**src/rtl/fqa_pkg.sv**
```systemverilog
// shared types, operation codes and helpers for the q24.8 fixed-point alu
package fqa_pkg;

	localparam int DATA_W = 32;
	// quotient bits kept before saturation, and remainder width of the divider
	localparam int QUO_W  = DATA_W + 1;
	localparam int REM_W  = QUO_W + DATA_W + 1;

	localparam logic [3:0] CMD_ADD = 4'd0;
	localparam logic [3:0] CMD_SUB = 4'd1;
	localparam logic [3:0] CMD_MUL = 4'd2;
	localparam logic [3:0] CMD_DIV = 4'd3;
	localparam logic [3:0] CMD_INC = 4'd4;
	localparam logic [3:0] CMD_DEC = 4'd5;
	localparam logic [3:0] CMD_MIN = 4'd6;
	localparam logic [3:0] CMD_MAX = 4'd7;
	localparam logic [3:0] CMD_CMP = 4'd8;
	localparam logic [3:0] CMD_INT = 4'd9;

	typedef struct packed {
		logic [3:0]               cmd;
		logic signed [DATA_W-1:0] operand_a;
		logic signed [DATA_W-1:0] operand_b;
	} in_word_t;

	typedef struct packed {
		logic signed [DATA_W-1:0] result_value;
		logic                     is_equal;
		logic                     is_less;
		logic                     is_greater;
		logic                     divide_by_zero;
		logic                     overflowed;
	} out_word_t;

	// everything that rides alongside the divider
	typedef struct packed {
		logic [3:0]        cmd;
		logic [DATA_W-1:0] res;
		logic              ov;
		logic              eq;
		logic              lt;
		logic              gt;
		logic              dz;
		logic              neg;
		logic [DATA_W-1:0] ma;
		logic [DATA_W-1:0] mb;
	} side_t;

	typedef struct packed {
		logic [REM_W-1:0] rem;
		logic [DATA_W:0]  den;
		logic [QUO_W-1:0] quo;
		logic             big;
	} div_t;

	// saturate a 33-bit signed sum: {overflow, value}
	function automatic logic [DATA_W:0] sat_sum(input logic [DATA_W:0] s);
		logic [DATA_W:0] r;
		if (s[DATA_W] != s[DATA_W-1]) begin
			r = s[DATA_W] ? {1'b1, 1'b1, {(DATA_W-1){1'b0}}} : {1'b1, 1'b0, {(DATA_W-1){1'b1}}};
		end else begin
			r = {1'b0, s[DATA_W-1:0]};
		end
		return r;
	endfunction

endpackage

```
**src/rtl/fqa_back.sv**
```systemverilog
// last two stages: magnitude product, then rounding, saturation and result select
module fqa_back import fqa_pkg::*; #(
	parameter int FRAC_BITS = 8
) (
	input  logic      clk,
	input  logic      arst_n,
	input  logic      en,
	input  logic      valid_i,
	input  side_t     side_i,
	input  div_t      div_i,
	output logic      valid_s2,
	output out_word_t word_s2
);

	logic              valid_s1;
	side_t             side_s1;
	logic [QUO_W-1:0]  quo_s1;
	logic              big_s1;
	logic [2*DATA_W-1:0] prod_s1;

	logic [2*DATA_W:0] rnd, mmag, dmag, mag;
	logic [DATA_W:0]   fin;
	out_word_t         word_d;

	always_ff @(posedge clk or negedge arst_n) begin
		if (!arst_n) begin
			valid_s1 <= 1'b0;
			valid_s2 <= 1'b0;
		end else if (en) begin
			valid_s1 <= valid_i;
			valid_s2 <= valid_s1;
		end
	end

	always_ff @(posedge clk) begin
		if (en) begin
			side_s1 <= side_i;
			quo_s1  <= div_i.quo;
			big_s1  <= div_i.big;
			prod_s1 <= side_i.ma * side_i.mb;
		end
	end

	assign rnd  = {1'b0, prod_s1} + ((2*DATA_W+1)'(1) << (FRAC_BITS - 1));
	assign mmag = rnd >> FRAC_BITS;
	assign dmag = big_s1 ? '1 : (2*DATA_W+1)'(quo_s1);
	assign mag  = (side_s1.cmd == CMD_MUL) ? mmag : dmag;

	// signed saturation of a sign and magnitude: {overflow, value}
	always_comb begin
		if (side_s1.neg) begin
			if (mag > (2*DATA_W+1)'(64'h8000_0000)) begin
				fin = {1'b1, 1'b1, {(DATA_W-1){1'b0}}};
			end else begin
				fin = {1'b0, ~mag[DATA_W-1:0] + 1'b1};
			end
		end else begin
			if (mag > (2*DATA_W+1)'(64'h7fff_ffff)) begin
				fin = {1'b1, 1'b0, {(DATA_W-1){1'b1}}};
			end else begin
				fin = {1'b0, mag[DATA_W-1:0]};
			end
		end
	end

	always_comb begin
		word_d.is_equal       = side_s1.eq;
		word_d.is_less        = side_s1.lt;
		word_d.is_greater     = side_s1.gt;
		word_d.divide_by_zero = side_s1.dz;
		if ((side_s1.cmd == CMD_MUL) || ((side_s1.cmd == CMD_DIV) && !side_s1.dz)) begin
			word_d.result_value = fin[DATA_W-1:0];
			word_d.overflowed   = fin[DATA_W];
		end else begin
			word_d.result_value = side_s1.res;
			word_d.overflowed   = side_s1.ov;
		end
	end

	always_ff @(posedge clk) begin
		if (en) begin
			word_s2 <= word_d;
		end
	end

endmodule

```
**config.mk**
```make
export PLATFORM = sky130hd
export DESIGN_NAME = fqa_back
export DESIGN_NICKNAME = d
export VERILOG_FILES = /design/src/rtl/fqa_pkg.sv /design/src/rtl/fqa_back.sv
export SDC_FILE = /design/constraint.sdc
export NUM_CORES = 2
export LEC_CHECK = 0
export ABC_AREA = 1
export BUFFER_PORTS_ARGS = -buffer_cell sky130_fd_sc_hd__buf_2
export CORE_MARGIN = 8
export CORE_UTILIZATION = 29
export CTS_CLUSTER_DIAMETER = 50
export CTS_CLUSTER_SIZE = 20
export DETAILED_ROUTE_END_ITERATION = 8
export SYNTH_ARGS = -nofsm -noshare
export SYNTH_HDL_FRONTEND = slang
export SYNTH_SLANG_ARGS = --single-unit
```
**constraint.sdc**
```tcl
create_clock -name clk -period 6.7 [get_ports clk]
set_input_delay 0.335 -clock clk [delete_from_list [all_inputs] [get_ports clk]]
set_output_delay 0.335 -clock clk [all_outputs]
set_load 0.05 [all_outputs]
```
# Yosys cells after proc, flatten, opt, wreduce, memory -nomap -nowiden
# Index checks and enable logic that the tools add are counted.
totals:
  ff_bits: 179
  latchBits: 0
  mem_bits_rw: 0
  mem_bits_ro: 0
  inputBits: 243
  output_inout_bits: 38
  word_cells: 37
  mem_count: 0
classes:
  add_sub_neg: 2
  multipliers: 1
  div_mod_pow: 0
  magnitude_cmp: 2
  n_eq_ne: 2
  shift: 0
  muxes: 7
  bitwise: 1
  reduce_logical: 3
ops:
  columns: ["op", "n"]
  rows:
  - ["$mux 65", 2]
  - ["$mux 33", 3]
  - ["$add 64x8->65 const B", 1]
  - ["$gt 65x31->1 const B", 1]
  - ["$gt 65x32->1 const B", 1]
  - ["$mul 32x32->64", 1]
  - ["$add 32x1->32 const B", 1]
  - ["$mux 32", 1]
  - ["$not 32->32", 1]
  - ["$eq 4x2->1 const B", 2]
  - ["$logic_and 1x1->1", 1]
  - ["$logic_not 1->1", 1]
  - ["$logic_or 1x1->1", 1]
  - ["$mux 1", 1]

# Logic depth before layout (Yosys ltp)
depth:
  word_depth: 7
  depth_mapped: 32

# Worst setup path before layout
# OpenSTA, ideal clock, no wires.
synth_path:
  path_kind: "input to register"
  from: "input port side_i[61] (netlist name)"
  to: "register prod_s1[63], data pin"
  arrival_ns: 6.497
  t_required_ns: 6.439
  slack_ns: -0.058
  cell_stages: 25
  path_buffers: 1
  path_cell_list: "clkbuf_1 > nand2_1 > fa_1 > inv_1 > fa_1 > fa_1 > inv_1 > fa_1 > inv_1 > fa_1 > fa_1 > fa_1 > inv_1 > fa_1 > inv_1 > ha_1 > a21oi_1 > o21a_1 > inv_1 > a21oi_1 > o21a_1 > inv_1 > a2111oi_0 > nand2_1 > xor2_1"
synth_via:
  elab_chain_cells: 1
synth_rtl:
  columns: ["item", "line", "rtl"]
  rows:
  - ["start, declared", "fqa_back.sv:9", "input side_t side_i,"]
  - ["$mul 32x32->64", "fqa_back.sv:40", "prod_s1 <= side_i.ma * side_i.mb;"]
  - ["end signal, assigned", "fqa_back.sv:40", null]
  - ["end, declared", "fqa_back.sv:19", "logic [2*DATA_W-1:0] prod_s1;"]
# No other way between the ends.
# A chain may end at the register's enable or synchronous reset.

# Worst setup path after layout
layout_path:
  from: "input port side_i[47] (netlist name)"
  to: "register prod_s1[59], data pin"
# Same word-level chain as after synthesis.

==> flow_metrics.tcl <==
set metrics [dict create \
    status "completed" \
    r2r-end "word_s2[30]$_DFFE_PP_" \
    cp-start-kind "input pin" \
    grt_max_degree 70 \
    layout-drive-gt1-share_pct 15.65 \
    tightest_slew_ns 1.001 \
    nFillCells 16040 \
    min_period_ns 6.573 \
    ys.flop_type "edfxtp_1" \
    min_path_type "in -> reg" \
    r2r_start "prod_s1[7]$_DFFE_PP_" \
    hold_viol 0 \
    synth_async_sr_flop_share_pct 1.163 \
    cts_buffers 17 \
    grt_first_pass_wirelength_um 221100 \
    antenna_found_initial 10 \
    clk_pin_slew_ns 0.08 \
    seq_area_frac_synth_pct 11.56 \
    clk_path_buf_depth 2 \
    reg2reg_depth 19 \
    syn-cell-area_um2 44580 \
    cp.depth 24 \
    register_area_um2 5155 \
    vias 37180 \
    maxSlewHeadroom_pct 33.20 \
    io_buffers 181 \
    yosysUniqueCellTypes 48 \
    finalWeightedCongestion 0.9290 \
    placementRows 144 \
    crit_family "adder cells" \
    die-area_um2 166500 \
    crit_path_max_fanout 8 \
    final_nets 7621 \
    drt_first_pass_iters 6 \
    crit_buf_inv 7 \
    end_kind "register" \
    clock_latency_ns 0.47 \
    ant_nets 0 \
    synth_area_per_cell_um2 7.789 \
    die_y_um 408.1 \
    finalCritPeriodShare_pct 98.10 \
    grt_overflow 0 \
    root_buffer "clkbuf_16" \
    rsz0062_at_grt "yes" \
    slowest_stage "fa_1" \
    cp.arrival_ns 6.78 \
    drc 0 \
    max_freq_ghz 0.1521 \
    h-tree-depth 4 \
    stdcell_count 8280 \
    finClkSkew_ns 0.02228 \
    hold_path_depth 1 \
    whs_ns 0.03846 \
    area_growth_pct 19.07 \
    critPathKind "in -> reg" \
    grt_pass1_vias 38910 \
    cts_tree "yes" \
    hpwl_um 121300 \
    max_cap_violations 0 \
    dieWidth_um 408.1 \
    track_usage_pct 16.71 \
    cts.sinks 172 \
    syn_nets 7124 \
    worstPathRequired_ns 6.91 \
    tns_ns 0 \
    hp-start "div_i[9]" \
    rrSetupSlack_ns 2.59 \
    synthCells 5723 \
    yosysWarningCount 0 \
    routed_wl_um 141400 \
    synth_edf_count 170 \
    wire_per_inst_um 17.08 \
    design.core.area_um2 153300 \
    cp_cell_sequence "buf_4 > buf_6 > nand2_1 > fa_1 > inv_1 > fa_1 > inv_1 > fa_1 > inv_1 > fa_2 > fa_1 > fa_1 > fa_1 > fa_1 > ha_1 > a21oi_1 > o21ai_0 > a21oi_1 > o21ai_1 > buf_4 > buf_4 > nand3_1 > nand2_1 > xor2_1" \
    ios 281 \
    drtIter0Drc 2801 \
    start_util_pct 29.07 \
    synth-seq-cells 172 \
    min_to "quo_s1[8]$_DFFE_PP_" \
    routed_via_density 4.490 \
    maxSlewViolCount 0 \
    slowest_delay_ns 0.58 \
    cp_common_cell "fa_1" \
    place_inst 8217 \
    setup_viol 0 \
    multi_input_area_um2 32850 \
]
## what timing repair did
| action | CTS | global route |
|---|---|---|
| setup endpoints to repair | 25 | 38 |
| cloned | 0 | 6 |
| hold buffers | 11 | 0 |
| pin swaps | 2 | 81 |
| hold endpoints to repair | 12 | 0 |
| gates resized for setup | 43 | 234 |
| buffers inserted | 0 | 11 |
## state kept, by name (all words and copies together), names as in the netlist
| signal | flops |
|---|---|
| quo_s1 | 33 |
| big_s1 | 1 |
| valid_s1 | 1 |
| side_s1 | 42 |
| valid_s2 | 1 |
| word_s2 | 37 |
| prod_s1 | 57 |
## per-stage QoR
| step | utilization [%] | setup WS (ns) | cell area (µm²) |
|---|---|---|---|
| after CTS | 33.92 | 0.002116 | 52000 |
| after global routing | 34.61 | -0.06877 | 53070 |
| after detailed placement | 33.37 | -0.7398 | 51170 |
| after global placement | 33.37 | -0.7751 | 51170 |
| final | 34.62 | 0.1271 | 53080 |
| after floorplan | - | -0.002069 | 44590 |
## layout by cell type (no fill, tap or decap), drive strengths merged, types with 3 or more instances in the layout
cell type / instances
inv: 1692
nand2: 1511
fa: 895
buf: 665
nor2: 410
ha: 263
edfxtp: 170
nand3: 146
a21oi: 106
o21ai: 64
xor2: 62
clkbuf: 38
nand4: 33
xnor2: 28
a31oi: 25
or2: 24
nor3: 23
o21a: 14
dlygate4sd3: 11
o21bai: 9
nand3b: 8
clkinv: 5
nor4: 5
diode: 4
and3: 3
a21boi: 3
## routing by layer
metal  GRT usage (%)  routed length [µm]  up-vias
met2           28.04               67140     1173
met5               0                  66        -
met1           22.69               61070    18470
li1                -                   -    17340
met4           3.923                3190       10
met3           2.547                9939      182
## worst register-to-register path, cell delays in order, from the launching register on
cell	delay, ns
edfxtp_1	0.40
ha_1	0.20
inv_1	0.09
nor2_2	0.51
nand2_1	0.23
nor2_2	0.32
nand3b_1	0.12
nand3_1	0.22
nand2_1	0.15
nor2_1	0.15
nand2_1	0.06
nor2_1	0.11
nand2_1	0.08
nor2_1	0.09
nand3_1	0.08
nand3_1	0.13
buf_4	0.36
nand3_1	0.15
nor2_1	0.32
nor2_1	0.09
## cell families after synthesis
logic type / synth area share [%]
simple gates: 19.91
xor+xnor: 1.768
compound gates: 3.003
flops: 11.56
fa+ha+maj: 47.58
buf+inv: 16.17
## synthesized netlist by cell type, types with 22 or more instances
library cell | count | area (µm²)
nor2_1 | 354 | 1329
edfxtp_1 | 170 | 5105
nor2_2 | 46 | 287.8
xnor2_1 | 28 | 245.2
xor2_1 | 62 | 543.0
nor3_1 | 22 | 110.1
o21ai_0 | 55 | 275.3
ha_1 | 263 | 3291
nand3_1 | 139 | 695.7
or2_2 | 24 | 150.1
a21oi_1 | 104 | 520.5
fa_1 | 895 | 17920
nand2_1 | 1487 | 5582
nand4_1 | 33 | 206.5
a31oi_1 | 25 | 156.4
clkbuf_1 | 203 | 762.0
inv_1 | 1674 | 6284
## how the worst max path moves through the flow
stage / start / endpoint / slack [ns]
floorplan: side_i[39] / prod_s1[63]$_DFFE_PP_ / -0.002
global placement: side_i[5] / prod_s1[62]$_DFFE_PP_ / -0.78
detailed placement: side_i[44] / prod_s1[62]$_DFFE_PP_ / -0.74
global route: side_i[10] / prod_s1[55]$_DFFE_PP_ / -0.07
finish: side_i[47] / prod_s1[59]$_DFFE_PP_ / 0.13
CTS: side_i[40] / prod_s1[59]$_DFFE_PP_ / 0.002
## layout make-up
type,instances,area share (%)
multi-input combinational,3647,61.89
clock buffer,17,0.8015
tap,2044,4.818
sequential,172,9.712
antenna,4,0.01886
clock inverter,14,0.2852
timing repair buffer,697,10.55
inverter,1685,11.92
Power is left out: the tool's default activity adds up to more than one toggle a clock period on the data nets, which glitch-free logic cannot reach.
