File: config.mk
export PLATFORM = sky130hd
export DESIGN_NAME = fqa_front
export DESIGN_NICKNAME = d
export VERILOG_FILES = /design/src/rtl/fqa_pkg.sv /design/src/rtl/fqa_front.sv
export SDC_FILE = /design/constraint.sdc
export NUM_CORES = 1
export LEC_CHECK = 0
export BUFFER_PORTS_ARGS = -buffer_cell sky130_fd_sc_hd__buf_2
export CAP_MARGIN = 10
export CORE_MARGIN = 2
export CORE_UTILIZATION = 52
export DETAILED_ROUTE_END_ITERATION = 6
export PLACE_DENSITY = 0.73
export REMOVE_ABC_BUFFERS = 1
export SYNTH_ARGS = -nofsm -noshare
export SYNTH_HDL_FRONTEND = slang
export SYNTH_SLANG_ARGS = --single-unit
File: constraint.sdc
create_clock -name clk -period 1.4 [get_ports clk]
set_input_delay 0 -clock clk [delete_from_list [all_inputs] [get_ports clk]]
set_output_delay 0 -clock clk [all_outputs]
set_load 0.1 [all_outputs]
File: src/rtl/fqa_pkg.sv
// shared types, operation codes and helpers for the q24.8 fixed-point alu
package fqa_pkg;

	localparam int DATA_W = 32;
	// quotient bits kept before saturation, and remainder width of the divider
	localparam int QUO_W  = DATA_W + 1;
	localparam int REM_W  = QUO_W + DATA_W + 1;

	localparam logic [3:0] CMD_ADD = 4'd0;
	localparam logic [3:0] CMD_SUB = 4'd1;
	localparam logic [3:0] CMD_MUL = 4'd2;
	localparam logic [3:0] CMD_DIV = 4'd3;
	localparam logic [3:0] CMD_INC = 4'd4;
	localparam logic [3:0] CMD_DEC = 4'd5;
	localparam logic [3:0] CMD_MIN = 4'd6;
	localparam logic [3:0] CMD_MAX = 4'd7;
	localparam logic [3:0] CMD_CMP = 4'd8;
	localparam logic [3:0] CMD_INT = 4'd9;

	typedef struct packed {
		logic [3:0]               cmd;
		logic signed [DATA_W-1:0] operand_a;
		logic signed [DATA_W-1:0] operand_b;
	} in_word_t;

	typedef struct packed {
		logic signed [DATA_W-1:0] result_value;
		logic                     is_equal;
		logic                     is_less;
		logic                     is_greater;
		logic                     divide_by_zero;
		logic                     overflowed;
	} out_word_t;

	// everything that rides alongside the divider
	typedef struct packed {
		logic [3:0]        cmd;
		logic [DATA_W-1:0] res;
		logic              ov;
		logic              eq;
		logic              lt;
		logic              gt;
		logic              dz;
		logic              neg;
		logic [DATA_W-1:0] ma;
		logic [DATA_W-1:0] mb;
	} side_t;

	typedef struct packed {
		logic [REM_W-1:0] rem;
		logic [DATA_W:0]  den;
		logic [QUO_W-1:0] quo;
		logic             big;
	} div_t;

	// saturate a 33-bit signed sum: {overflow, value}
	function automatic logic [DATA_W:0] sat_sum(input logic [DATA_W:0] s);
		logic [DATA_W:0] r;
		if (s[DATA_W] != s[DATA_W-1]) begin
			r = s[DATA_W] ? {1'b1, 1'b1, {(DATA_W-1){1'b0}}} : {1'b1, 1'b0, {(DATA_W-1){1'b1}}};
		end else begin
			r = {1'b0, s[DATA_W-1:0]};
		end
		return r;
	endfunction

endpackage

File: src/rtl/fqa_front.sv
// first stage: decode, magnitudes, comparisons, simple operations, divider set-up
module fqa_front import fqa_pkg::*; #(
	parameter int FRAC_BITS = 8
) (
	input  logic     clk,
	input  logic     arst_n,
	input  logic     en,
	input  logic     valid_i,
	input  in_word_t word_i,
	output logic     valid_s1,
	output side_t    side_s1,
	output div_t     div_s1
);

	logic signed [DATA_W-1:0] a, b;
	logic [DATA_W-1:0] ma, mb, ip;
	logic [DATA_W:0]   add_s, sub_s, inc_s, dec_s, pick;
	side_t side_d;
	div_t  div_d;

	assign a = word_i.operand_a;
	assign b = word_i.operand_b;
	assign ma = a[DATA_W-1] ? (~a + 1'b1) : a;
	assign mb = b[DATA_W-1] ? (~b + 1'b1) : b;
	assign ip = ma >> FRAC_BITS;

	assign add_s = sat_sum({a[DATA_W-1], a} + {b[DATA_W-1], b});
	assign sub_s = sat_sum({a[DATA_W-1], a} - {b[DATA_W-1], b});
	assign inc_s = sat_sum({a[DATA_W-1], a} + (DATA_W+1)'(1));
	assign dec_s = sat_sum({a[DATA_W-1], a} - (DATA_W+1)'(1));

	always_comb begin
		side_d.cmd = word_i.cmd;
		side_d.eq  = (a == b);
		side_d.lt  = (a < b);
		side_d.gt  = (a > b);
		side_d.dz  = (word_i.cmd == CMD_DIV) && (mb == '0);
		side_d.neg = a[DATA_W-1] ^ b[DATA_W-1];
		side_d.ma  = ma;
		side_d.mb  = mb;
		pick = '0;
		case (word_i.cmd)
			CMD_ADD: pick = add_s;
			CMD_SUB: pick = sub_s;
			CMD_INC: pick = inc_s;
			CMD_DEC: pick = dec_s;
			CMD_MIN: pick = {1'b0, side_d.lt ? a : b};
			CMD_MAX: pick = {1'b0, side_d.gt ? a : b};
			CMD_INT: pick = {1'b0, a[DATA_W-1] ? (~ip + 1'b1) : ip};
			default: pick = '0;
		endcase
		side_d.ov  = pick[DATA_W];
		side_d.res = pick[DATA_W-1:0];
		// rounded quotient is (2*ma*2^f + mb) / (2*mb)
		div_d.rem = (REM_W'(ma) << (FRAC_BITS + 1)) + REM_W'(mb);
		div_d.den = {mb, 1'b0};
		div_d.quo = '0;
		div_d.big = 1'b0;
	end

	always_ff @(posedge clk or negedge arst_n) begin
		if (!arst_n) begin
			valid_s1 <= 1'b0;
		end else if (en) begin
			valid_s1 <= valid_i;
		end
	end

	always_ff @(posedge clk) begin
		if (en) begin
			side_s1 <= side_d;
			div_s1  <= div_d;
		end
	end

endmodule

==> flow_summary.ini, run 1 <==
[run_status]
status = stopped before the end
flow.stopped_at = 5_1_grt
flow.first_error = [ERROR GRT-0232] Routing congestion too high. Check the congestion heatmap in the GUI.

[clock_network]
cts_max_level = 4
cts_num_sinks = 140
cts_buffers = 17
clock_tree.root_cell = sky130_fd_sc_hd__clkbuf_16
max_clock_buf_depth = 2

[logic_synthesis]
synth_cells = 1952
synth_flop_cell = sky130_fd_sc_hd__edfxtp_1
async_flop_share_pct = 0.714
yosysUniqueCellTypes = 92
synth_sequential_area_ratio_pct = 26.7
synth-edff-count = 139
yosys_warning_total = 0
mean_post_synth_cell_area_um2 = 8.06
ys_seq_elements = 140
syn_area_mm2 = 0.0157

[place]
gp_routability_congestion = 1.03
io_buffer_count = 252
dp.final_hpwl_um = 57600

[global_route]
grt_max_degree = 53
globalRouteTotalUtil_pct = 88.9
grt.overflow.total = 319

[floorplan]
die_h_um = 178
floorplan.rows = 63
initial_utilization_pct = 53.0
chipWidth_um = 178
pin_count = 312

[sta]
worst_endpoint_kind = sequential cell input
crit_endpoint = div_s1[100]$_DFFE_PP_/D
==> layer usage <==
layer  GRT overflow  GRT usage (%)
met3             16           80.8
met2            138           98.9
met1             31           87.5
met5              6           63.9
met4            128           89.7
==> metrics by stage <==
stage | hold slack, ns | setup slack [ns] | instance area [um2] | utilization (%) | std cells
3_3_place_gp | -0.225 | -2.82 | 22000 | 74.2 | 3159
3_5_place_dp | -0.214 | -3.12 | 22000 | 74.2 | 3159
2_1_floorplan | -0.296 | -4.42 | 14700 | - | 1795
4_1_cts | 0.00385 | -2.26 | 25500 | 85.8 | 3290
==> cell usage after synthesis, drive strengths merged (20+ instances only) <==
cell type,count,area [um2]
nor4,30,233
edfxtp,139,4170
nor3,63,340
inv,101,379
o21bai,21,158
o31ai,24,199
nor2,172,648
xor2,47,412
clkbuf,81,304
o21ai,119,596
buf,135,916
a21o,20,150
xnor2,163,1440
nand4,38,238
mux2i,29,290
ha,91,1140
nand2,132,495
nand3,60,305
a21oi,189,946
==> cell families after synthesis <==
| logic type | Yosys count | share of synthesized area [%] |
|---|---|---|
| XOR/XNOR | 210 | 11.7 |
| AND/OR/NAND/NOR | 621 | 20.0 |
| other | 1 | 0.0238 |
| adder cells (fa/ha/maj) | 94 | 7.62 |
| multiplexers | 32 | 2.06 |
| buffers and inverters | 317 | 10.2 |
| flip-flops | 140 | 26.7 |
| AO/OA/AOI/OAI | 537 | 21.8 |
==> repair_timing <==
action	4_1_cts
cloned	1
pin swaps	182
hold buffers	9
endpoints found under the setup margin	110
buffers inserted	103
hold endpoints to repair	21
gates resized for setup	499
==> run 2, diff against run 1 <==
Settings changed: CORE_UTILIZATION 52 to 37, PLACE_DENSITY 0.73 to default, PLACE_DENSITY_LB_ADDON from default to 0.15.
==> run 2 against run 1 <==
The flow now finishes, with violations (setup timing); synthesized cell count unchanged; area after synthesis unchanged.
==> flow_summary.ini, run 2 <==
[floorplan]
chipWidth_um = 210
die_h_um = 210
pin_count = 312
die_area_mm2 = 0.0442
floorplan.rows = 75
fp.coreArea_mm2 = 0.0419
initial_utilization_pct = 37.5

[finish]
final_cells = 3546
fin_util_pct = 66.2
layout.cells.most_common = sky130_fd_sc_hd__buf_4
nNetsFinal = 3159
fin_area_mm2 = 0.0278
post_route_cells_drive_above_1_share_pct = 53.7
mostFrequentLayoutCells = 783 x sky130_fd_sc_hd__buf_4, 234 x sky130_fd_sc_hd__buf_2, 162 x sky130_fd_sc_hd__a21oi_1
regMostFlops = side_s1
layout_top_registers = side_s1 (74), div_s1 (65), valid_s1 (1)
synthesis_to_finish_area_growth_pct = 76.4
largest_register_ffs = 74

[job]
maxCapViolCount = 0

[logic_synthesis]
syn_area_mm2 = 0.0157
synth_cells = 1952
ys_seq_elements = 140
mean_post_synth_cell_area_um2 = 8.06
netlist.top_cell.by_area = sky130_fd_sc_hd__edfxtp_1
synth_sequential_area_ratio_pct = 26.7
synth_top_cells_by_area = sky130_fd_sc_hd__edfxtp_1 27%, sky130_fd_sc_hd__xnor2_1 9.0%, sky130_fd_sc_hd__ha_1 7.2%
yosysUniqueCellTypes = 92
most_instantiated_library_cell_after_synthesis = sky130_fd_sc_hd__a21oi_1
synth-edff-count = 139
yosys_warning_total = 0
synth.top_cells.by_count = 189 x sky130_fd_sc_hd__a21oi_1, 171 x sky130_fd_sc_hd__nor2_1, 162 x sky130_fd_sc_hd__xnor2_1
synth_flop_cell = sky130_fd_sc_hd__edfxtp_1
async_flop_share_pct = 0.714
synth_top_cell_area_share_pct = 26.5

[drt]
finalWirelength_um = 78700
avgViaCountPerCell = 5.50
routedWlPerCell_um = 22.2
drt_iter0_markers = 1984
remaining_drc_errors = 0
drt.antenna.violating_nets = 0
routed-via-count = 19500
firstDrtPassIters = 5

[critical_path]
r2r_setup_slk_ns = 0.09
signal_arrival_time_at_the_worst_endpoint_ns = 3.86
timing.reg2reg.worst_path_depth = 2
critPathRequiredTime_ns = 1.64
r2r-end = valid_s1
cp_max_fo = 6
cp_slowest_stage_delay_ns = 0.55
crit_path_end_kind = flip-flop
timing.critical_path.slowest_stage_cell = sky130_fd_sc_hd__or4_4
rr_startpoint = valid_s1
worst_setup_path_start_kind = input port
worstPathCellList = buf_6, or4_4, nor3_4, nand2b_1, or4_4, nand2b_4, o41ai_4, buf_4, xnor2_4, ha_4, a211o_1, a21oi_2, a21boi_2, a31oi_1, buf_4, o21ai_4, a211oi_2, o21bai_2, a21oi_1, a31oi_1
setup.worst_path.class = input port to flip-flop

[sta]
report.final.slew_viol_count = 0
clock.fmax_mhz = 276
timing.final.hold_violations = 0
post-route-period-util_pct = 258
rsz0062_at_grt = yes
finalWorstSetupSlack_ns = -2.22
period_needed_ns = 3.62
worst-slew-pin-transition_ns = 0.687
setup_viol_count_final = 99
maxSlewHeadroom_pct = 54.2
holdWs_ns = 0.0499
finalClockSkew_ns = 0

[global_route]
grt_max_degree = 50
grt.overflow.total = 0
globalRouteTotalUtil_pct = 34.2
via_count_of_the_first_global_routing_pass = 18300
antenna_found_initial = 3
grt_pass1_wl_um = 113000

[place]
io_buffer_count = 252
dp.final_hpwl_um = 60300
placedCellCount = 3327
gp_routability_congestion = 0.967
placedInstanceArea_mm2 = 0.0224

[power]
p_leak_nw = 12.2
max-vdd-ir-drop_mv = 0.928
power.density_mw_per_mm2 = 960

[clock_network]
cts_max_level = 4
clock_tree.root_cell = sky130_fd_sc_hd__clkbuf_16
clock_latency_ns = 0.50
clk_transition_reported_paths_ns = 0.07
cts_tree = built
max_clock_buf_depth = 2
cts_buffers = 17
cts_num_sinks = 140

[min_path]
timing.hold.worst_path_depth = 4
origin_of_the_worst_min_delay_path = word_i[0]
hold_end = side_s1[70]
hold_path.class = input port to flip-flop

[run_status]
status = complete, but fails checks
violated_checks = setup timing
[run 2: cell counts after synthesis]
No cell type changed its count.
[run 2: final cells by class]
| cell class | count | area (um2) |
|---|---|---|
| Sequential cell | 140 | 4200 |
| Inverter | 101 | 405 |
| Clock buffer | 17 | 425 |
| Tap cell | 539 | 674 |
| Fill cell | 3521 | 14200 |
| Timing Repair Buffer | 1178 | 9050 |
| Antenna cell | 1 | 2.50 |
| Clock inverter | 15 | 175 |
| Multi-Input combinational cell | 1555 | 12800 |
[run 2: critical path, delay by kind of cell]
kind | cells | cell delay, ns
buf+inv | 3 | 0.45
simple gates | 5 | 1.50
xor+xnor | 1 | 0.07
compound gates | 10 | 1.64
fa+ha+maj | 1 | 0.17
[run 2: logic make-up after synthesis]
group,after synthesis,share of synthesized area (%)
AOI/OAI and AO/OA,537,21.8
xor gates and xnor gates,210,11.7
adders and majority gates,94,7.62
buffers and inverters,317,10.2
DFF,140,26.7
muxes,32,2.06
other,1,0.0238
and+or+nand+nor,621,20.0
[run 2: timing repair]
item                                    in CTS  in global routing
endpoints found under the setup margin     105                105
endpoints found under the hold margin       25                  0
pin swaps                                  117                189
gates cloned                                 2                  1
hold buffers                                12                  0
buffers inserted                           116                 91
gates resized for setup                    401                359
[run 2: routing by layer]
| metal | vias to the layer above | share of wire [%] | global-route usage [%] |
|---|---|---|---|
| met3 | 145 | 6.8 | 4.23 |
| met4 | 0 | 3.2 | 11.2 |
| li1 | 9031 | - | - |
| met1 | 9455 | 44 | 47.9 |
| met5 | - | 0 | 0 |
| met2 | 870 | 46 | 54.8 |
[run 2: worst max-delay path by stage]
stage,startpoint,to,cells after the start
3_3_place_gp,word_i[9],div_s1[106],19
3_5_place_dp,word_i[9],div_s1[106],19
5_1_grt,word_i[9],div_s1[100],20
2_1_floorplan,word_i[3],side_s1[90],13
4_1_cts,word_i[9],div_s1[104],20
6_report,word_i[9],div_s1[100],20
[run 2: where the power goes]
group	leakage, nW	total (W)	internal, W	switching [W]
Clock	0.288	0.00486	0.00253	0.00233
Sequential	1.36	0.00549	0.00534	0.000155
Combinational	10.5	0.0163	0.00535	0.0109
Total	12.2	0.0266	0.0132	0.0134
[run 2: stage by stage]
step	power, W	TNS, ns	setup WS (ns)
3_3_place_gp	0.0192	-203.12	-2.89
6_report	0.0266	-122.07	-2.22
5_1_grt	0.0275	-128.72	-2.30
4_1_cts	0.0254	-117.31	-2.11
2_1_floorplan	0.0145	-236.47	-4.42
3_5_place_dp	0.0193	-207.26	-3.04
(Power assumes the default switching activity.)
==> run 3, diff against run 2 <==
Settings changed: PLACE_DENSITY from default to 0.61, PLACE_DENSITY_LB_ADDON 0.15 to default.
==> run 3 against run 2 <==
The run still ends with setup timing left; via count up 1.2%; total power down 1.1%; die area unchanged; design area down 1.8%; fmax down 0.95%; clock skew unchanged; largest cell class unchanged.
==> flow_summary.ini, run 3 (same netlist as run 2, synthesis figures left out) <==
[clock_network]
cts_max_level = 4
max_clock_buf_depth = 2
clk_transition_reported_paths_ns = 0.07
cts_buffers = 17
clock_tree.root_cell = sky130_fd_sc_hd__clkbuf_16
cts_num_sinks = 140
clock_latency_ns = 0.47
cts_tree = built

[place]
io_buffer_count = 252
placedInstanceArea_mm2 = 0.0225
dp.final_hpwl_um = 57400
gp_routability_congestion = 1.01

[job]
maxCapViolCount = 0

[floorplan]
floorplan.rows = 75
initial_utilization_pct = 37.5
pin_count = 312
die_area_mm2 = 0.0442
die_h_um = 210
chipWidth_um = 210
fp.coreArea_mm2 = 0.0419

[finish]
mostFrequentLayoutCells = 760 x sky130_fd_sc_hd__buf_4, 240 x sky130_fd_sc_hd__buf_2, 161 x sky130_fd_sc_hd__a21oi_1
layout.cells.most_common = sky130_fd_sc_hd__buf_4
largest_register_ffs = 74
nNetsFinal = 3116
fin_area_mm2 = 0.0273
layout_top_registers = side_s1 (74), div_s1 (65), valid_s1 (1)
synthesis_to_finish_area_growth_pct = 73.2
post_route_cells_drive_above_1_share_pct = 52.5
regMostFlops = side_s1
fin_util_pct = 65.0

[sta]
worst-slew-pin-transition_ns = 0.542
period_needed_ns = 3.65
setup_tns_ns = -128.61
setup_viol_count_final = 104
finalClockSkew_ns = 0
maxSlewHeadroom_pct = 62.9
rsz0062_at_grt = yes
timing.final.hold_violations = 0
post-route-period-util_pct = 261
clock.fmax_mhz = 274
report.final.slew_viol_count = 0
finalWorstSetupSlack_ns = -2.25

[run_status]
violated_checks = setup timing
status = complete, but fails checks

[power]
power.density_mw_per_mm2 = 967
power_w = 0.0263
p_leak_nw = 12.0
max-vdd-ir-drop_mv = 0.812

[critical_path]
r2r-end = valid_s1
cp_max_fo = 5
worst_setup_path_start_kind = input port
r2r_setup_slk_ns = 0.09
setup.worst_path.class = input port to flip-flop
crit_path_end_kind = flip-flop
timing.reg2reg.worst_path_depth = 2
signal_arrival_time_at_the_worst_endpoint_ns = 3.89
critPathRequiredTime_ns = 1.64
rr_startpoint = valid_s1

[drt]
drt_iter0_markers = 1983
remaining_drc_errors = 0
avgViaCountPerCell = 5.63
drt.antenna.violating_nets = 0
finalWirelength_um = 75800
firstDrtPassIters = 5
routedWlPerCell_um = 21.6
routed-via-count = 19700

[min_path]
hold_end = div_s1[36]
hold_path.class = input port to flip-flop
timing.hold.worst_path_depth = 4
origin_of_the_worst_min_delay_path = word_i[31]

[global_route]
grt_pass1_wl_um = 110000
antenna_found_initial = 3
grt.overflow.total = 0
globalRouteTotalUtil_pct = 32.5
grt_max_degree = 58
via_count_of_the_first_global_routing_pass = 18800
[run 3: cell count changes in the layout (fill, tap and decap cells not counted), sizes merged]
| cell | previous run | this run |
|---|---|---|
| buf | 1162 | 1123 |
| bufinv | 1 | 2 |
| clkbuf | 21 | 20 |
| clkinv | 5 | 6 |
| diode | 1 | 2 |
| dlygate4sd3 | 12 | 10 |
| inv | 107 | 104 |
[run 3: how the worst max path moves through the flow]
stage	endpoint	from	cells after the start	slack, ns
after floorplan	side_s1[90]	word_i[3]	13	-4.42
after global placement	div_s1[104]	word_i[9]	18	-2.90
after detailed placement	div_s1[106]	word_i[9]	18	-2.98
after CTS	div_s1[101]	word_i[9]	16	-2.14
after global routing	div_s1[101]	word_i[1]	21	-2.37
final	div_s1[99]	word_i[1]	21	-2.25
[run 3: where the power goes]
part / total [W] / switching, W / internal (W) / leakage (nW)
combinational: 0.0161 / 0.0109 / 0.00519 / 10.3
clock: 0.00477 / 0.00211 / 0.00266 / 0.285
sequential: 0.00551 / 0.000168 / 0.00534 / 1.36
total: 0.0263 / 0.0132 / 0.0132 / 12.0
[run 3: layout make-up]
| type | instances | area [um2] |
|---|---|---|
| Antenna cell | 2 | 5.00 |
| Clock buffer | 18 | 429 |
| Clock inverter | 14 | 164 |
| Fill cell | 3373 | 14700 |
| Inverter | 101 | 403 |
| Multi-Input combinational cell | 1555 | 12800 |
| Sequential cell | 140 | 4200 |
| Tap cell | 539 | 674 |
| Timing Repair Buffer | 1135 | 8630 |
[run 3: layer usage]
| metal | vias up | track usage, % | share of wire [%] |
|---|---|---|---|
| met3 | 188 | 4.89 | 8.1 |
| met5 | - | 0 | 0.034 |
| met4 | 4 | 13.9 | 4.2 |
| met1 | 9561 | 44.3 | 42 |
| li1 | 8935 | - | - |
| met2 | 1041 | 51.5 | 46 |
[run 3: repair_timing]
item                                    CTS  global route
pin swaps                               110           157
endpoints found under the setup margin  107           105
setup buffers                            75            78
hold endpoints to repair                 19             0
gates resized for setup                 428           273
hold buffers                             10             0
cloned                                    1             1
[run 3: worst max-delay path, stage by stage]
cell	delay, ns
sky130_fd_sc_hd__buf_2	0.12
sky130_fd_sc_hd__inv_1	0.09
sky130_fd_sc_hd__ha_1	0.25
sky130_fd_sc_hd__nand3_2	0.27
sky130_fd_sc_hd__nand2b_1	0.25
sky130_fd_sc_hd__or4_4	0.45
sky130_fd_sc_hd__nand2b_4	0.19
sky130_fd_sc_hd__o41ai_4	0.29
sky130_fd_sc_hd__buf_4	0.20
sky130_fd_sc_hd__nand2_2	0.06
sky130_fd_sc_hd__xnor2_2	0.13
sky130_fd_sc_hd__ha_1	0.32
sky130_fd_sc_hd__a21o_1	0.21
sky130_fd_sc_hd__a21oi_2	0.18
sky130_fd_sc_hd__buf_4	0.15
sky130_fd_sc_hd__nor2_1	0.05
sky130_fd_sc_hd__a21oi_2	0.14
sky130_fd_sc_hd__o211a_1	0.21
sky130_fd_sc_hd__nor3_4	0.06
sky130_fd_sc_hd__buf_4	0.15
sky130_fd_sc_hd__xnor2_1	0.11
[run 3: metrics by stage]
step / cells / setup WS (ns) / hold slack (ns)
final: 3504 / -2.25 / 0.0613
after global routing: 3503 / -2.37 / 0.0675
after CTS: 3441 / -2.14 / 0.0479
after detailed placement: 3341 / -2.98 / -0.217
after global placement: 3341 / -2.90 / -0.225
after floorplan: 1795 / -4.42 / -0.296
