## config.mk

```make
export PLATFORM = sky130hd
export DESIGN_NAME = fqa_div_step
export DESIGN_NICKNAME = d
export VERILOG_FILES = /design/src/rtl/fqa_pkg.sv /design/src/rtl/fqa_div_step.sv
export SDC_FILE = /design/constraint.sdc
export NUM_CORES = 1
export LEC_CHECK = 0
export BUFFER_PORTS_ARGS = -buffer_cell sky130_fd_sc_hd__buf_2
export CAP_MARGIN = 20
export CORE_AREA = 5 5 186 188
export CTS_BUF_LIST = sky130_fd_sc_hd__clkbuf_8
export CTS_CLUSTER_DIAMETER = 30
export DETAILED_ROUTE_END_ITERATION = 7
export DIE_AREA = 0 0 191 193
export PLACE_DENSITY_LB_ADDON = 0.08
export SKIP_LAST_GASP = 1
export SLEW_MARGIN = 20
export SYNTH_ARGS = -nofsm -noshare
export SYNTH_HDL_FRONTEND = slang
export SYNTH_SLANG_ARGS = --single-unit
export TNS_END_PERCENT = 20
```

## constraint.sdc

```tcl
create_clock -name clk -period 1.85 [get_ports clk]
set_input_delay 0.0925 -clock clk [delete_from_list [all_inputs] [get_ports clk]]
set_output_delay 0.0925 -clock clk [all_outputs]
set_load 0.005 [all_outputs]
```

## src/rtl/fqa_pkg.sv

```systemverilog
// shared types, operation codes and helpers for the q24.8 fixed-point alu
package fqa_pkg;

	localparam int DATA_W = 32;
	// quotient bits kept before saturation, and remainder width of the divider
	localparam int QUO_W  = DATA_W + 1;
	localparam int REM_W  = QUO_W + DATA_W + 1;

	localparam logic [3:0] CMD_ADD = 4'd0;
	localparam logic [3:0] CMD_SUB = 4'd1;
	localparam logic [3:0] CMD_MUL = 4'd2;
	localparam logic [3:0] CMD_DIV = 4'd3;
	localparam logic [3:0] CMD_INC = 4'd4;
	localparam logic [3:0] CMD_DEC = 4'd5;
	localparam logic [3:0] CMD_MIN = 4'd6;
	localparam logic [3:0] CMD_MAX = 4'd7;
	localparam logic [3:0] CMD_CMP = 4'd8;
	localparam logic [3:0] CMD_INT = 4'd9;

	typedef struct packed {
		logic [3:0]               cmd;
		logic signed [DATA_W-1:0] operand_a;
		logic signed [DATA_W-1:0] operand_b;
	} in_word_t;

	typedef struct packed {
		logic signed [DATA_W-1:0] result_value;
		logic                     is_equal;
		logic                     is_less;
		logic                     is_greater;
		logic                     divide_by_zero;
		logic                     overflowed;
	} out_word_t;

	// everything that rides alongside the divider
	typedef struct packed {
		logic [3:0]        cmd;
		logic [DATA_W-1:0] res;
		logic              ov;
		logic              eq;
		logic              lt;
		logic              gt;
		logic              dz;
		logic              neg;
		logic [DATA_W-1:0] ma;
		logic [DATA_W-1:0] mb;
	} side_t;

	typedef struct packed {
		logic [REM_W-1:0] rem;
		logic [DATA_W:0]  den;
		logic [QUO_W-1:0] quo;
		logic             big;
	} div_t;

	// saturate a 33-bit signed sum: {overflow, value}
	function automatic logic [DATA_W:0] sat_sum(input logic [DATA_W:0] s);
		logic [DATA_W:0] r;
		if (s[DATA_W] != s[DATA_W-1]) begin
			r = s[DATA_W] ? {1'b1, 1'b1, {(DATA_W-1){1'b0}}} : {1'b1, 1'b0, {(DATA_W-1){1'b1}}};
		end else begin
			r = {1'b0, s[DATA_W-1:0]};
		end
		return r;
	endfunction

endpackage

```

## src/rtl/fqa_div_step.sv

```systemverilog
// one registered step of the restoring divider, one quotient bit per stage
module fqa_div_step import fqa_pkg::*; #(
	parameter int BIT = 0
) (
	input  logic  clk,
	input  logic  arst_n,
	input  logic  en,
	input  logic  valid_i,
	input  side_t side_i,
	input  div_t  div_i,
	output logic  valid_s,
	output side_t side_s,
	output div_t  div_s
);

	logic [REM_W-1:0] trial;
	div_t div_d;

	assign trial = REM_W'(div_i.den) << BIT;

	always_comb begin
		div_d = div_i;
		if (div_i.rem >= trial) begin
			if (BIT >= QUO_W) begin
				// quotient needs more bits than kept: saturates later
				div_d.big = 1'b1;
			end else begin
				div_d.rem = div_i.rem - trial;
				div_d.quo[BIT % QUO_W] = 1'b1;
			end
		end
	end

	always_ff @(posedge clk or negedge arst_n) begin
		if (!arst_n) begin
			valid_s <= 1'b0;
		end else if (en) begin
			valid_s <= valid_i;
		end
	end

	always_ff @(posedge clk) begin
		if (en) begin
			side_s <= side_i;
			div_s  <= div_d;
		end
	end

endmodule

```

# == After elaboration in Yosys (flattened, before gate mapping) ==
# Index checks and enable logic that the tools add are counted.
# word_totals
register_bits,240
input_bits,243
output_inout_bits,240
word_cells,19
# op_classes
addsub,1
magnitude_cmp,1
n_mux,1
# op_table
cell,n
66-bit by 33-bit greater-or-equal comparator with 1-bit output,1
66-bit two-way mux,1
66-bit by 33-bit subtractor with 66-bit output,1

# == Longest topological paths before layout ==
# Gate-level depths: netlist of the first run.
# logic_depth
word_depth,2
depth_mapped,14
ltp_nobuf,12

# == Least setup slack after synthesis of the first run ==
# No wires, ideal clock.
# synth_path
path_kind,input to register
start,input port div_i[45] (netlist name)
end,register div_s[112] (netlist name) (data pin)
setup_ps,258
arrival_ps,2490
required_time_ps,1592
setup_slack_ps,-897
cell_stages,10
n_path_buf,0
cell_sequence,inv_1 -> ha_1 -> nand4_2 -> or4b_1 -> or3_1 -> o211ai_2 -> o21a_2 -> nor2_2 -> or4b_4 -> xnor2_2
# synth_lines
element,line_no,text
start: declaration,fqa_div_step.sv:10,"input div_t div_i,"
end signal: assignment,fqa_div_step.sv:45,div_s <= div_d;
end: declaration,fqa_div_step.sv:13,output div_t div_s

==> results by group, run 1 <==
Pwr
  – Leak pwr: 0.00861 µW
  – Pwr/cell area: 835 nW/µm²
  – Total Power: 16500 µW
  – Max rail drop VDD: 0.541 mV

Worst hold path
  – Min-delay worst type: in -> reg

Run status
  – Status: complete, but fails checks
  – Failing checks: negative setup slack

Global routing
  – Tot GR Track Use: 22.4%
  – Global-route wire length before repair: 62.8 mm
  – Global route overflow: 0
  – Antenna violations before repair: 5
  – Vias in the first global route: 11000
  – Largest net degree at the start of global routing: 51

Placed design
  – Pre-CTS setup slack: -1.16 ns
  – GP Congestion: 0.822
  – Estimated wirelength of the detail-placed design: 32.3 mm
  – Placed Cells: 1921
  – IO Port Bufs: 482
  – Placed Area: 15500 µm²

Timing
  – Endpoints failing hold: 0
  – Final setup vio count: 66
  – RSZ-0062 raised after global routing: yes
  – Minimum clock period: 2.21 ns
  – Pins Over Slew Limit: 0
  – Clk_skew: 0 ns
  – Worst-Margin Slew: 0.502 ns
  – Max-slew headroom at the worst pin: 66.1%
  – Fin crit share: 120%
  – PnR worst setup slack: -0.364 ns
  – Total Neg Setup Slack: -13.95 ns
  – Max Clock Freq: 452 MHz

Setup path
  – Worst path slowest cell: or4b_4
  – Worst Setup End Kind: register
  – CP Cell Sequence: buf_2 > inv_1 > ha_1 > a21o_1 > nor2b_4 > a21oi_2 > o31ai_2 > buf_4 > o2111ai_4 > a31oi_2 > or4b_4 > xnor2_2
  – Critical Path Start Type: input port
  – Crit path kind: in -> reg
  – CP peak stage delay: 0.49 ns
  – CP top delay family: compound AO/OA/AOI/OAI gates
  – CP arrival: 2.56 ns
  – Worst EP required: 2.19 ns
  – Critical path fanouts, max: 4
  – Buffer and inverter count on the worst path: 3

Die
  – DIE AREA: 36900 µm²
  – Die height: 193 µm
  – Starting Density: 32.1%
  – Core ar.: 32900 µm²
  – IO Count: 483
  – Die X-Extent: 191 µm
  – Core Rows: 67

Synthesis
  – Yosys reg bits: 240
  – Post-synthesis sequential area ratio: 68.1%
  – Post-Syn Instances: 774
  – EDFF count, synth: 239
  – Ys Warns: 0
  – Synthesized Nets: 1051
  – Distinct cells, synth: 69
  – Area contributors post-synth: edfxtp_1 68%, ha_1 3.9%, xnor2_1 3.4%, nand2_1 2.6%, a21oi_1 2.0%
  – Post-Syn Area: 10600 µm²
  – Ys async rst share: 0.417%
  – Top-area cell type share of the netlist area: 67.8%
  – Syn avg cell area: 13.7 µm²
  – Cell taking the most area after synthesis: edfxtp_1
  – Synth top cells by count: 239 x edfxtp_1, 73 x nand2_1, 48 x inv_1
  – Main flop type after synthesis: edfxtp_1
  – Top-count cell post-synth: edfxtp_1

Route
  – DR pass1 iterations: 5
  – Vias per cell: 4.50
  – # DRC: 0
  – Total wire length: 43.7 mm
  – Routed Antenna Nets: 0
  – Drt initial violations: 421
  – Via count: 10400
  – Routed length per instance: 19.0 µm

Clock network
  – CTS root buffer: clkbuf_8
  – Clock tree buffer depth: 3
  – Clock-pin slew on the worst setup and hold paths: 0.04 ns
  – CTS tree: done
  – Total CTS buffers: 61
  – Worst-Skew Late Latency: 0.59 ns
  – Clock Sinks: 240
  – CTS H-tree depth: 2

Final layout
  – Design area: 19800 µm²
  – Nets: 2073
  – Post-Layout Cell Count: 2300
  – Share of cells above drive strength 1: 48.8%
  – Layout area overhead: 86.8%

Job
  – Max-Cap Viols: 0
## worst paths after layout
path	startpoint	endpoint	slack, ns	cells after the start
setup / recovery	div_i[38]	div_s[112]$_DFFE_PP_	-0.36	12
setup reg to reg	valid_s$_DFFE_PN0P_	valid_s$_DFFE_PN0P_	1.12	1
hold reg to reg	valid_s$_DFFE_PN0P_	valid_s$_DFFE_PN0P_	0.50	1
hold / removal	div_i[68]	div_s[68]$_DFFE_PP_	0.06	3
min in group asynchronous	arst_n	valid_s$_DFFE_PN0P_	0.36	3
max in group asynchronous	arst_n	valid_s$_DFFE_PN0P_	1.38	3
## registers in the layout, indices dropped and copies added, names as in the netlist
name     cells
div_s      133
side_s     106
valid_s      1
## cell type report
cell class | count | area, µm²
diodes | 3 | 7.51
clock buffers | 61 | 840
clock inverters | 55 | 437
fillers | 2792 | 13200
inverters | 49 | 199
multi-input cells | 468 | 3580
flip-flops and latches | 240 | 7200
well taps | 448 | 561
repair buffers | 976 | 6940
## report_power, final
part	total, µW	switching (µW)	internal (µW)	leakage, µW
Sequential	6700	125	6580	0.00235
Clock	6660	2690	3970	0.000674
Combinational	3150	1460	1680	0.00559
Total	16500	4280	12200	0.00861
## worst min-delay path: stages
cell and delay, ns:
buf_2 0.12, fa_2 0.20, mux2_1 0.11
## kinds of logic (layout without fill, tap and decap cells)
group	after synthesis	after routing	share of synthesized area, %
flops	240	240	68.1
mux	3	3	0.307
simple gates	215	215	10.4
buf+inv	66	1141	2.60
fa+ha+maj	34	34	4.09
other cells	0	3	0
xor+xnor	63	63	5.29
compound gates	153	153	9.20
## metrics by stage
step	util [%]	hold WS (ns)
floorplan	-	-0.203
detailed placement	47.0	-0.124
global placement	47.0	-0.131
finish	60.0	0.0609
CTS	58.9	-0.114
global route	60.0	0.0413
## routing by layer
metal	vias up	routed length [µm]	GRT usage (%)
li1	4989	-	-
met2	371	22500	40.6
met3	83	2870	5.40
met5	-	7	0
met4	2	1840	10.1
met1	4913	16500	24.9
## cells in the final DEF (no fill, tap or decap), types with 20 or more instances in the layout
| master | count |
|---|---|
| o21ai_1 | 32 |
| xnor2_1 | 40 |
| nor2_1 | 32 |
| buf_6 | 20 |
| nand2_1 | 70 |
| a21oi_1 | 41 |
| edfxtp_1 | 239 |
| buf_4 | 235 |
| buf_2 | 469 |
| clkbuf_8 | 61 |
| inv_1 | 49 |
| xor2_1 | 20 |
| ha_1 | 23 |
| dlygate4sd3_1 | 243 |
## timing repair
item                                    CTS  global route
hold endpoints to repair                280             2
hold buffers                            242             1
pin swaps                                21            36
gates cloned                              0             0
endpoints found under the setup margin   67            67
buffers inserted                          8            11
resized for setup                        37            54
Note: power is estimated with default switching activity, not from simulation.
==> run 2, diff against run 1 <==
--- a/config.mk
+++ b/config.mk
@@ -6,13 +6,11 @@
 export NUM_CORES = 1
 export LEC_CHECK = 0
 export BUFFER_PORTS_ARGS = -buffer_cell sky130_fd_sc_hd__buf_2
-export CAP_MARGIN = 20
 export CORE_AREA = 5 5 186 188
 export CTS_BUF_LIST = sky130_fd_sc_hd__clkbuf_8
 export CTS_CLUSTER_DIAMETER = 30
 export DETAILED_ROUTE_END_ITERATION = 7
 export DIE_AREA = 0 0 191 193
-export PLACE_DENSITY_LB_ADDON = 0.08
 export SKIP_LAST_GASP = 1
 export SLEW_MARGIN = 20
 export SYNTH_ARGS = -nofsm -noshare
==> run 2 against run 1 <==
Effect of this change:
- the flow finishes with violations (negative hold slack, negative setup slack)
- routed wire length up 9.9%
- first-iteration DRC count is 73% higher
- count of clock-buffer cells in the layout down 2
- non-clock buffer count decreased by 9
- sequential share of layout area decreased by 0.75 points
- power is 8.2% higher
- setup slack worse by 0.026 ns
- critical endpoint is now div_s[86]$_DFFE_PP_
- sequential power barely moved
- cell count decreased by 0.65%
- sequential cell count did not move
- utilization rose by 1.3 points
==> results by group, run 2 (synthesized netlist as in run 1, its figures left out) <==
Route
  – Vias per cell: 4.79 (+6.4%)
  – # DRC: 0 (unchanged)
  – Total wire length: 48.0 mm (+9.9%)
  – Via count: 11000 (+5.8%)
  – Routed length per instance: 21.0 µm (+11%)
  – Drt initial violations: 727 (+73%)
  – Routed Antenna Nets: 0 (unchanged)
  – DR pass1 iterations: 5 (unchanged)

Final layout
  – Core Util, Final: 61.3% (+1.3 points)
  – Post-Layout Cell Count: 2285 (-0.65%)
  – Largest reg by FF count: div_s
  – Max reg flops: 133 (unchanged)
  – Layout area overhead: 90.8%
  – Share of cells above drive strength 1: 49.8% (+1.1 points)
  – Leading cell types in the layout, fill and taps excluded: 463 x buf_2, 243 x dlygate4sd3_1, 239 x edfxtp_1
  – FILL cells: 2526 (-9.5%)
  – Most common cell after layout, fill and taps aside: buf_2
  – Design area: 20200 µm² (+2.1%)
  – Nets: 2061 (-0.58%)
  – Regs by FF count: div_s: 133 flops, side_s: 106 flops, valid_s: 1 flops

Global routing
  – Largest net degree at the start of global routing: 56 (+9.8%)
  – Vias in the first global route: 11400 (+4.0%)
  – Global-route wire length before repair: 68.2 mm (+8.6%)
  – Tot GR Track Use: 24.3% (+1.9 points)
  – Antenna violations before repair: 4 (-1)
  – Global route overflow: 0 (unchanged)

Placed design
  – Estimated wirelength of the detail-placed design: 32.2 mm (-0.37%)
  – Placed Area: 15300 µm² (-1.0%)
  – IO Port Bufs: 482 (unchanged)
  – GP Congestion: 0.915 (+11%)
  – Placed Cells: 1897 (-1.2%)

Timing
  – Minimum clock period: 2.24 ns (+0.0263 ns)
  – Worst-Margin Slew: 0.621 ns (+0.119 ns)
  – Endpoints failing hold: 2 (+2)
  – Max-slew headroom at the worst pin: 58.1% (-8.0 points)
  – Tightest hold margin: -0.242 ns (-0.303 ns)
  – Fin crit share: 121% (+1.4 points)
  – Pins Over Slew Limit: 0 (unchanged)
  – Max Clock Freq: 446 MHz (-1.2%)
  – Clk_skew: 0 ns (unchanged)
  – Final setup vio count: 67 (+1.5%)
  – RSZ-0062 raised after global routing: yes
  – PnR worst setup slack: -0.390 ns (-0.0263 ns)

Pwr
  – Comb pwr share: 18.2% (-0.9 points)
  – Pwr/cell area: 885 nW/µm² (+6.0%)
  – Clock power frac: 44.1% (+3.7 points)
  – Cell-internal power: 13200 µW (+7.9%)
  – Max rail drop VDD: 0.532 mV (-1.8%)
  – Leak pwr: 0.00868 µW (+0.81%)
  – Sw power: 4670 µW (+9.0%)
  – Sw frac: 26.1% (+0.19 points)
  – Seq pwr share: 37.6% (-3.0 points)
  – Total Power: 17900 µW (+8.2%)

Setup path
  – Crit path kind: in -> reg
  – CP arrival: 2.61 ns (+0.05 ns)
  – CP Cell Sequence: buf_8 > inv_6 > ha_4 > inv_2 > fa_2 > a21o_4 > a311oi_2 > buf_4 > or3_4 > o211ai_4 > o21a_4 > nor2_4 > buf_8 > buf_12 > buf_4 > o21ai_1
  – Critical path fanouts, max: 6 (+2)
  – Worst Setup End Kind: register
  – Buffer and inverter count on the worst path: 7 (+4)
  – CP top delay family: compound AO/OA/AOI/OAI gates
  – Critical Path Start Type: input port
  – Worst path slowest cell: fa_2
  – Worst EP required: 2.22 ns (+0.03 ns)
  – CP peak stage delay: 0.35 ns (-0.14 ns)

Die
  – Starting Density: 32.1% (unchanged)
  – Die X-Extent: 191 µm (unchanged)
  – DIE AREA: 36900 µm² (unchanged)
  – Core ar.: 32900 µm² (unchanged)
  – Core Rows: 67 (unchanged)
  – IO Count: 483 (unchanged)
  – Die height: 193 µm (unchanged)

Clock network
  – Clock-pin slew on the worst setup and hold paths: 0.06 ns (+0.02 ns)
  – CTS tree: done
  – CTS H-tree depth: 2 (unchanged)
  – Worst-Skew Late Latency: 0.63 ns (+0.04 ns)
  – Clock tree buffer depth: 3 (unchanged)
  – CTS Hold Buffers Added: 243 (+0.41%)
  – Total CTS buffers: 58 (-4.9%)
  – CTS root buffer: clkbuf_8
  – Clock Sinks: 240 (unchanged)

Worst hold path
  – Min-delay worst type: in -> reg

Run status
  – Status: complete, but fails checks
  – Failing checks: negative hold slack, negative setup slack

Job
  – Max-Cap Viols: 0 (unchanged)
-- run 2: changes by cell type in the layout (fill, tap and decap cells not counted), sizes merged --
cell      change
buf           -9
bufinv        +7
clkbuf        -2
clkinv       -11
clkinvlp      +2
inv           -2
-- run 2: worst register-to-register path: stages, from the launching register on --
cell and delay [ns]:
dfrtp_1 0.38, mux2_2 0.25, dlygate4sd3_1 0.56
-- run 2: layout make-up --
cell class | instances | area (µm²) | share of cell area, %
timing repair buffer | 967 | 7060 | 35.0
antenna | 3 | 7.51 | 0.0372
tap | 448 | 561 | 2.78
clock inverter | 51 | 642 | 3.18
sequential | 240 | 7200 | 35.7
inverter | 49 | 206 | 1.02
clock buffer | 59 | 812 | 4.02
multi-input combinational | 468 | 3690 | 18.3
-- run 2: timing repair --
action,4_1_cts,5_1_grt
endpoints found under the setup margin,67,67
cloned,5,0
buffers inserted,14,15
resized for setup,53,72
pin swaps,27,33
endpoints found under the hold margin,281,2
-- run 2: per-stage QoR --
stage | worst slack, ns | setup TNS, ns
after floorplan | -0.809 | -40.74
after CTS | -0.353 | -16.21
final | -0.390 | -20.70
after detailed placement | -1.24 | -75.79
after global routing | -0.434 | -23.79
after global placement | -1.22 | -72.16
-- run 2: path summary, 6_finish.rpt --
kind / start / end / slack [ns] / depth (start not counted)
min in group asynchronous: arst_n / valid_s$_DFFE_PN0P_ / 0.30 / 3
max in group asynchronous: arst_n / valid_s$_DFFE_PN0P_ / 1.44 / 3
hold reg to reg: valid_s$_DFFE_PN0P_ / valid_s$_DFFE_PN0P_ / 1.07 / 2
setup / recovery: div_i[67] / div_s[86]$_DFFE_PP_ / -0.39 / 16
hold / removal: div_i[78] / div_s[78]$_DFFE_PP_ / -0.24 / 3
setup reg to reg: valid_s$_DFFE_PN0P_ / valid_s$_DFFE_PN0P_ / 0.54 / 2
-- run 2: routing by layer --
layer	track usage [%]	vias to the layer above	wire length, µm	part of all wire (%)
li1	-	4968	-	-
met1	27.8	5296	17900	37
met2	42.4	542	23800	50
met3	6.64	146	3760	7.8
met4	11.4	2	2550	5.3
met5	0	-	20	0.042
-- run 2: power groups by stage --
stage | combinational, µW | sequential [µW] | clock [µW]
finish | 3260 | 6730 | 7890
detailed placement | 2570 | 6800 | 0
floorplan | 788 | 6880 | 0
global route | 3480 | 6760 | 8350
global placement | 2560 | 6800 | 0
CTS | 3090 | 6700 | 7950
==> run 3, diff against run 2 <==
--- a/config.mk
+++ b/config.mk
@@ -5,12 +5,15 @@
 export SDC_FILE = /design/constraint.sdc
 export NUM_CORES = 1
 export LEC_CHECK = 0
+export ABC_AREA = 1
 export BUFFER_PORTS_ARGS = -buffer_cell sky130_fd_sc_hd__buf_2
-export CORE_AREA = 5 5 186 188
+export CORE_ASPECT_RATIO = 1.75
+export CORE_MARGIN = 5
+export CORE_UTILIZATION = 35
 export CTS_BUF_LIST = sky130_fd_sc_hd__clkbuf_8
 export CTS_CLUSTER_DIAMETER = 30
 export DETAILED_ROUTE_END_ITERATION = 7
-export DIE_AREA = 0 0 191 193
+export PLACE_DENSITY_LB_ADDON = 0.3
 export SKIP_LAST_GASP = 1
 export SLEW_MARGIN = 20
 export SYNTH_ARGS = -nofsm -noshare
==> run 3 against run 2 <==
Effect of this change:
- the flow now finishes without violations
- synthesized cell count rose by 69%
- setup slack better by 0.42 ns
- combinational power is 8.6% higher
- critical path type unchanged
- largest cell class unchanged
==> results by group, run 3 <==
Synthesis
  – Area contributors post-synth: edfxtp_1 58%, nand2_1 14%, inv_1 6.7%, nor2_1 3.7%, ha_1 3.3%
  – Top-count cell post-synth: nand2_1
  – Distinct cells, synth: 36 (-48%)
  – Ys Warns: 0 (unchanged)
  – Ys async rst share: 0.417% (unchanged)
  – Yosys reg bits: 240 (unchanged)
  – Post-Syn Instances: 1308 (+69%)
  – Main flop type after synthesis: edfxtp_1
  – Syn avg cell area: 9.45 µm² (-31%)
  – Cell taking the most area after synthesis: edfxtp_1
  – Post-synthesis sequential area ratio: 58.3% (-9.8 points)
  – Synthesized Nets: 1585 (+51%)
  – EDFF count, synth: 239 (unchanged)
  – Synth top cells by count: 445 x nand2_1, 239 x edfxtp_1, 220 x inv_1
  – Post-Syn Area: 12400 µm² (+17%)
  – Top-area cell type share of the netlist area: 58.1% (-9.8 points)

Final layout
  – Regs by FF count: div_s: 133 flops, side_s: 106 flops, valid_s: 1 flops
  – Largest reg by FF count: div_s
  – Core Util, Final: 59.5% (-1.7 points)
  – Nets: 2598 (+26%)
  – Share of cells above drive strength 1: 39.7% (-10 points)
  – Max reg flops: 133 (unchanged)
  – Most common cell after layout, fill and taps aside: buf_2
  – Leading cell types in the layout, fill and taps excluded: 481 x buf_2, 435 x nand2_1, 249 x buf_4
  – Layout area overhead: 68.9%
  – Design area: 20900 µm² (+3.4%)

Pwr
  – Max rail drop VDD: 0.572 mV (+7.7%)
  – Seq pwr share: 41.9% (+4.3 points)
  – Clock power frac: 36.1% (-8.0 points)
  – Sw frac: 28.0% (+1.9 points)
  – Pwr/cell area: 771 nW/µm² (-13%)
  – Leak pwr: 0.00998 µW (+15%)
  – Comb pwr share: 22.0% (+3.8 points)
  – Cell-internal power: 11600 µW (-12%)
  – Sw power: 4510 µW (-3.5%)

Setup path
  – Worst Setup End Kind: register
  – Critical path fanouts, max: 3 (-3)
  – Worst r2r src: valid_s$_DFFE_PN0P_
  – CP peak stage delay: 0.56 ns (+0.21 ns)
  – Worst EP required: 2.22 ns (about the same)
  – CP arrival: 2.19 ns (-0.42 ns)
  – Crit path kind: in -> reg
  – Worst R2R End: valid_s$_DFFE_PN0P_
  – CP Cell Sequence: buf_2 > dlygate4sd3_1 > buf_4 > nor2_1 > nand2_1 > nor2_1 > nand2_1 > nor3_1 > nand2_1 > nand2_1 > a21oi_2
  – R2r worst-path depth: 1 (-1)
  – Reg2Reg Setup Slack: 1.11 ns (+0.57 ns)
  – Most frequent CP cell: nand2_1
  – Critical Path Start Type: input port
  – Worst path slowest cell: dlygate4sd3_1

Die
  – Core Rows: 91 (+36%)
  – Die height: 259 µm (+34%)
  – Die X-Extent: 152 µm (-20%)
  – DIE AREA: 39300 µm² (+6.7%)
  – IO Count: 483 (unchanged)
  – Core ar.: 35100 µm² (+6.4%)
  – Starting Density: 35.2% (+3.1 points)

Timing
  – RSZ-0062 raised after global routing: yes
  – Max Clock Freq: 549 MHz (+23%)
  – Worst-Margin Slew: 0.713 ns (+0.0922 ns)
  – Total Neg Setup Slack: 0 ns (+20.70 ns)
  – Pins Over Slew Limit: 0 (unchanged)
  – Minimum clock period: 1.82 ns (-0.417 ns)
  – Fin crit share: 98.5% (-23 points)
  – Final setup vio count: 0 (-100%)
  – Clk_skew: 0 ns (unchanged)
  – Max-slew headroom at the worst pin: 51.9% (-6.1 points)
  – Endpoints failing hold: 0 (-2)

Clock network
  – Clock Sinks: 240 (unchanged)
  – Worst-Skew Late Latency: 0.58 ns (-0.05 ns)
  – CTS tree: done
  – Total CTS buffers: 44 (-24%)
  – Clock tree buffer depth: 3 (unchanged)
  – Clock-pin slew on the worst setup and hold paths: 0.06 ns (about the same)
  – CTS root buffer: clkbuf_8
  – CTS H-tree depth: 2 (unchanged)

Route
  – # DRC: 0 (unchanged)
  – Drt initial violations: 809 (+11%)
  – Vias per cell: 4.63 (-3.3%)
  – Via count: 13100 (+20%)
  – DR pass1 iterations: 5 (unchanged)
  – Routed Antenna Nets: 0 (unchanged)
  – Total wire length: 61.9 mm (+29%)
  – Routed length per instance: 21.9 µm (+4.2%)

Worst hold path
  – Hold endpoint: div_s[128]$_DFFE_PP_
  – Worst Hold Path Cells: 4 (+1)
  – Min-delay worst type: in -> reg
  – Worst hold start: div_i[128]

Global routing
  – Tot GR Track Use: 30.3% (+6.0 points)
  – Vias in the first global route: 13700 (+20%)
  – Global route overflow: 0 (unchanged)
  – Largest net degree at the start of global routing: 62 (+11%)
  – Antenna violations before repair: 12 (+8)
  – Global-route wire length before repair: 87.5 mm (+28%)

Placed design
  – IO Port Bufs: 482 (unchanged)
  – Placed Area: 17300 µm² (+13%)
  – Estimated wirelength of the detail-placed design: 49.4 mm (+53%)
  – GP Congestion: 0.968 (+5.7%)

Run status
  – Status: finished clean

Job
  – Max-Cap Viols: 0 (unchanged)
==> run 3: cell count changes after synthesis, sizes merged, moves of 14 or more <==
cell	delta
nor2	+101
nor4	-14
inv	+177
xor2	-17
nand2	+378
o21ai	-16
nand3	+34
xnor2	-15
==> run 3: final cells by class <==
| class | instances | area, µm² |
|---|---|---|
| clock buffers | 44 | 606 |
| repair buffers | 976 | 6870 |
| inverters | 226 | 861 |
| flip-flops and latches | 240 | 7200 |
| well taps | 465 | 582 |
| diodes | 6 | 15.0 |
| fillers | 3162 | 14200 |
| clock inverters | 37 | 383 |
| multi-input cells | 833 | 4360 |
==> run 3: worst max-delay path, delay by kind of cell <==
kind	cells	cell delay (ns)
simple gates	7	1.22
buf+inv	3	0.82
compound gates	1	0.05
==> run 3: through the flow <==
stage	instances	hold WS, ns	setup WS (ns)	power, µW
2_1_floorplan	1308	-0.203	0.00680	7870
3_3_place_gp	2503	-0.129	-0.542	9900
3_5_place_dp	2503	-0.123	-0.575	9910
4_1_cts	2818	0.00182	0.00874	16100
5_1_grt	2824	0.0332	-0.0443	16700
6_report	2827	0.0280	0.0269	16100
==> run 3: routing by layer <==
| metal | global-route usage (%) | vias to the layer above | wire [µm] |
|---|---|---|---|
| li1 | - | 6258 | - |
| met1 | 31.7 | 6114 | 21100 |
| met2 | 57.0 | 606 | 33000 |
| met3 | 6.13 | 125 | 4260 |
| met4 | 15.2 | 0 | 3560 |
| met5 | 0 | - | 0 |
==> run 3: power groups by stage <==
stage	Clock, µW	Sequential (µW)	Combinational, µW
2_1_floorplan	0	6880	987
3_3_place_gp	0	6840	3050
3_5_place_dp	0	6840	3070
4_1_cts	5910	6740	3490
5_1_grt	6180	6770	3780
6_report	5810	6740	3540
==> run 3: kinds of logic after synthesis <==
group	Yosys count	synth area share [%]
AO/OA/AOI/OAI	87	5.36
XOR/XNOR	31	2.20
adder cells (fa/ha/maj)	34	3.50
buffers and inverters	235	7.92
flip-flops	240	58.3
multiplexers	1	0.0911
AND/OR/NAND/NOR	680	22.7
==> run 3: timing repair <==
action                                  4_1_cts  5_1_grt
hold endpoints to repair                    257        0
setup buffers                                 0        2
hold buffers                                234        0
resized for setup                             0       41
endpoints found under the setup margin        0       52
==> run 3: how the worst max path moves through the flow <==
stage,start,to,slack [ns]
3_5_place_dp,div_i[67],div_s[116]$_DFFE_PP_,-0.57
5_1_grt,div_i[119],div_s[122]$_DFFE_PP_,-0.04
6_report,div_i[119],div_s[122]$_DFFE_PP_,0.03
4_1_cts,div_i[106],div_s[119]$_DFFE_PP_,0.009
2_1_floorplan,div_i[67],div_s[76]$_DFFE_PP_,0.007
3_3_place_gp,div_i[42],div_s[88]$_DFFE_PP_,-0.54
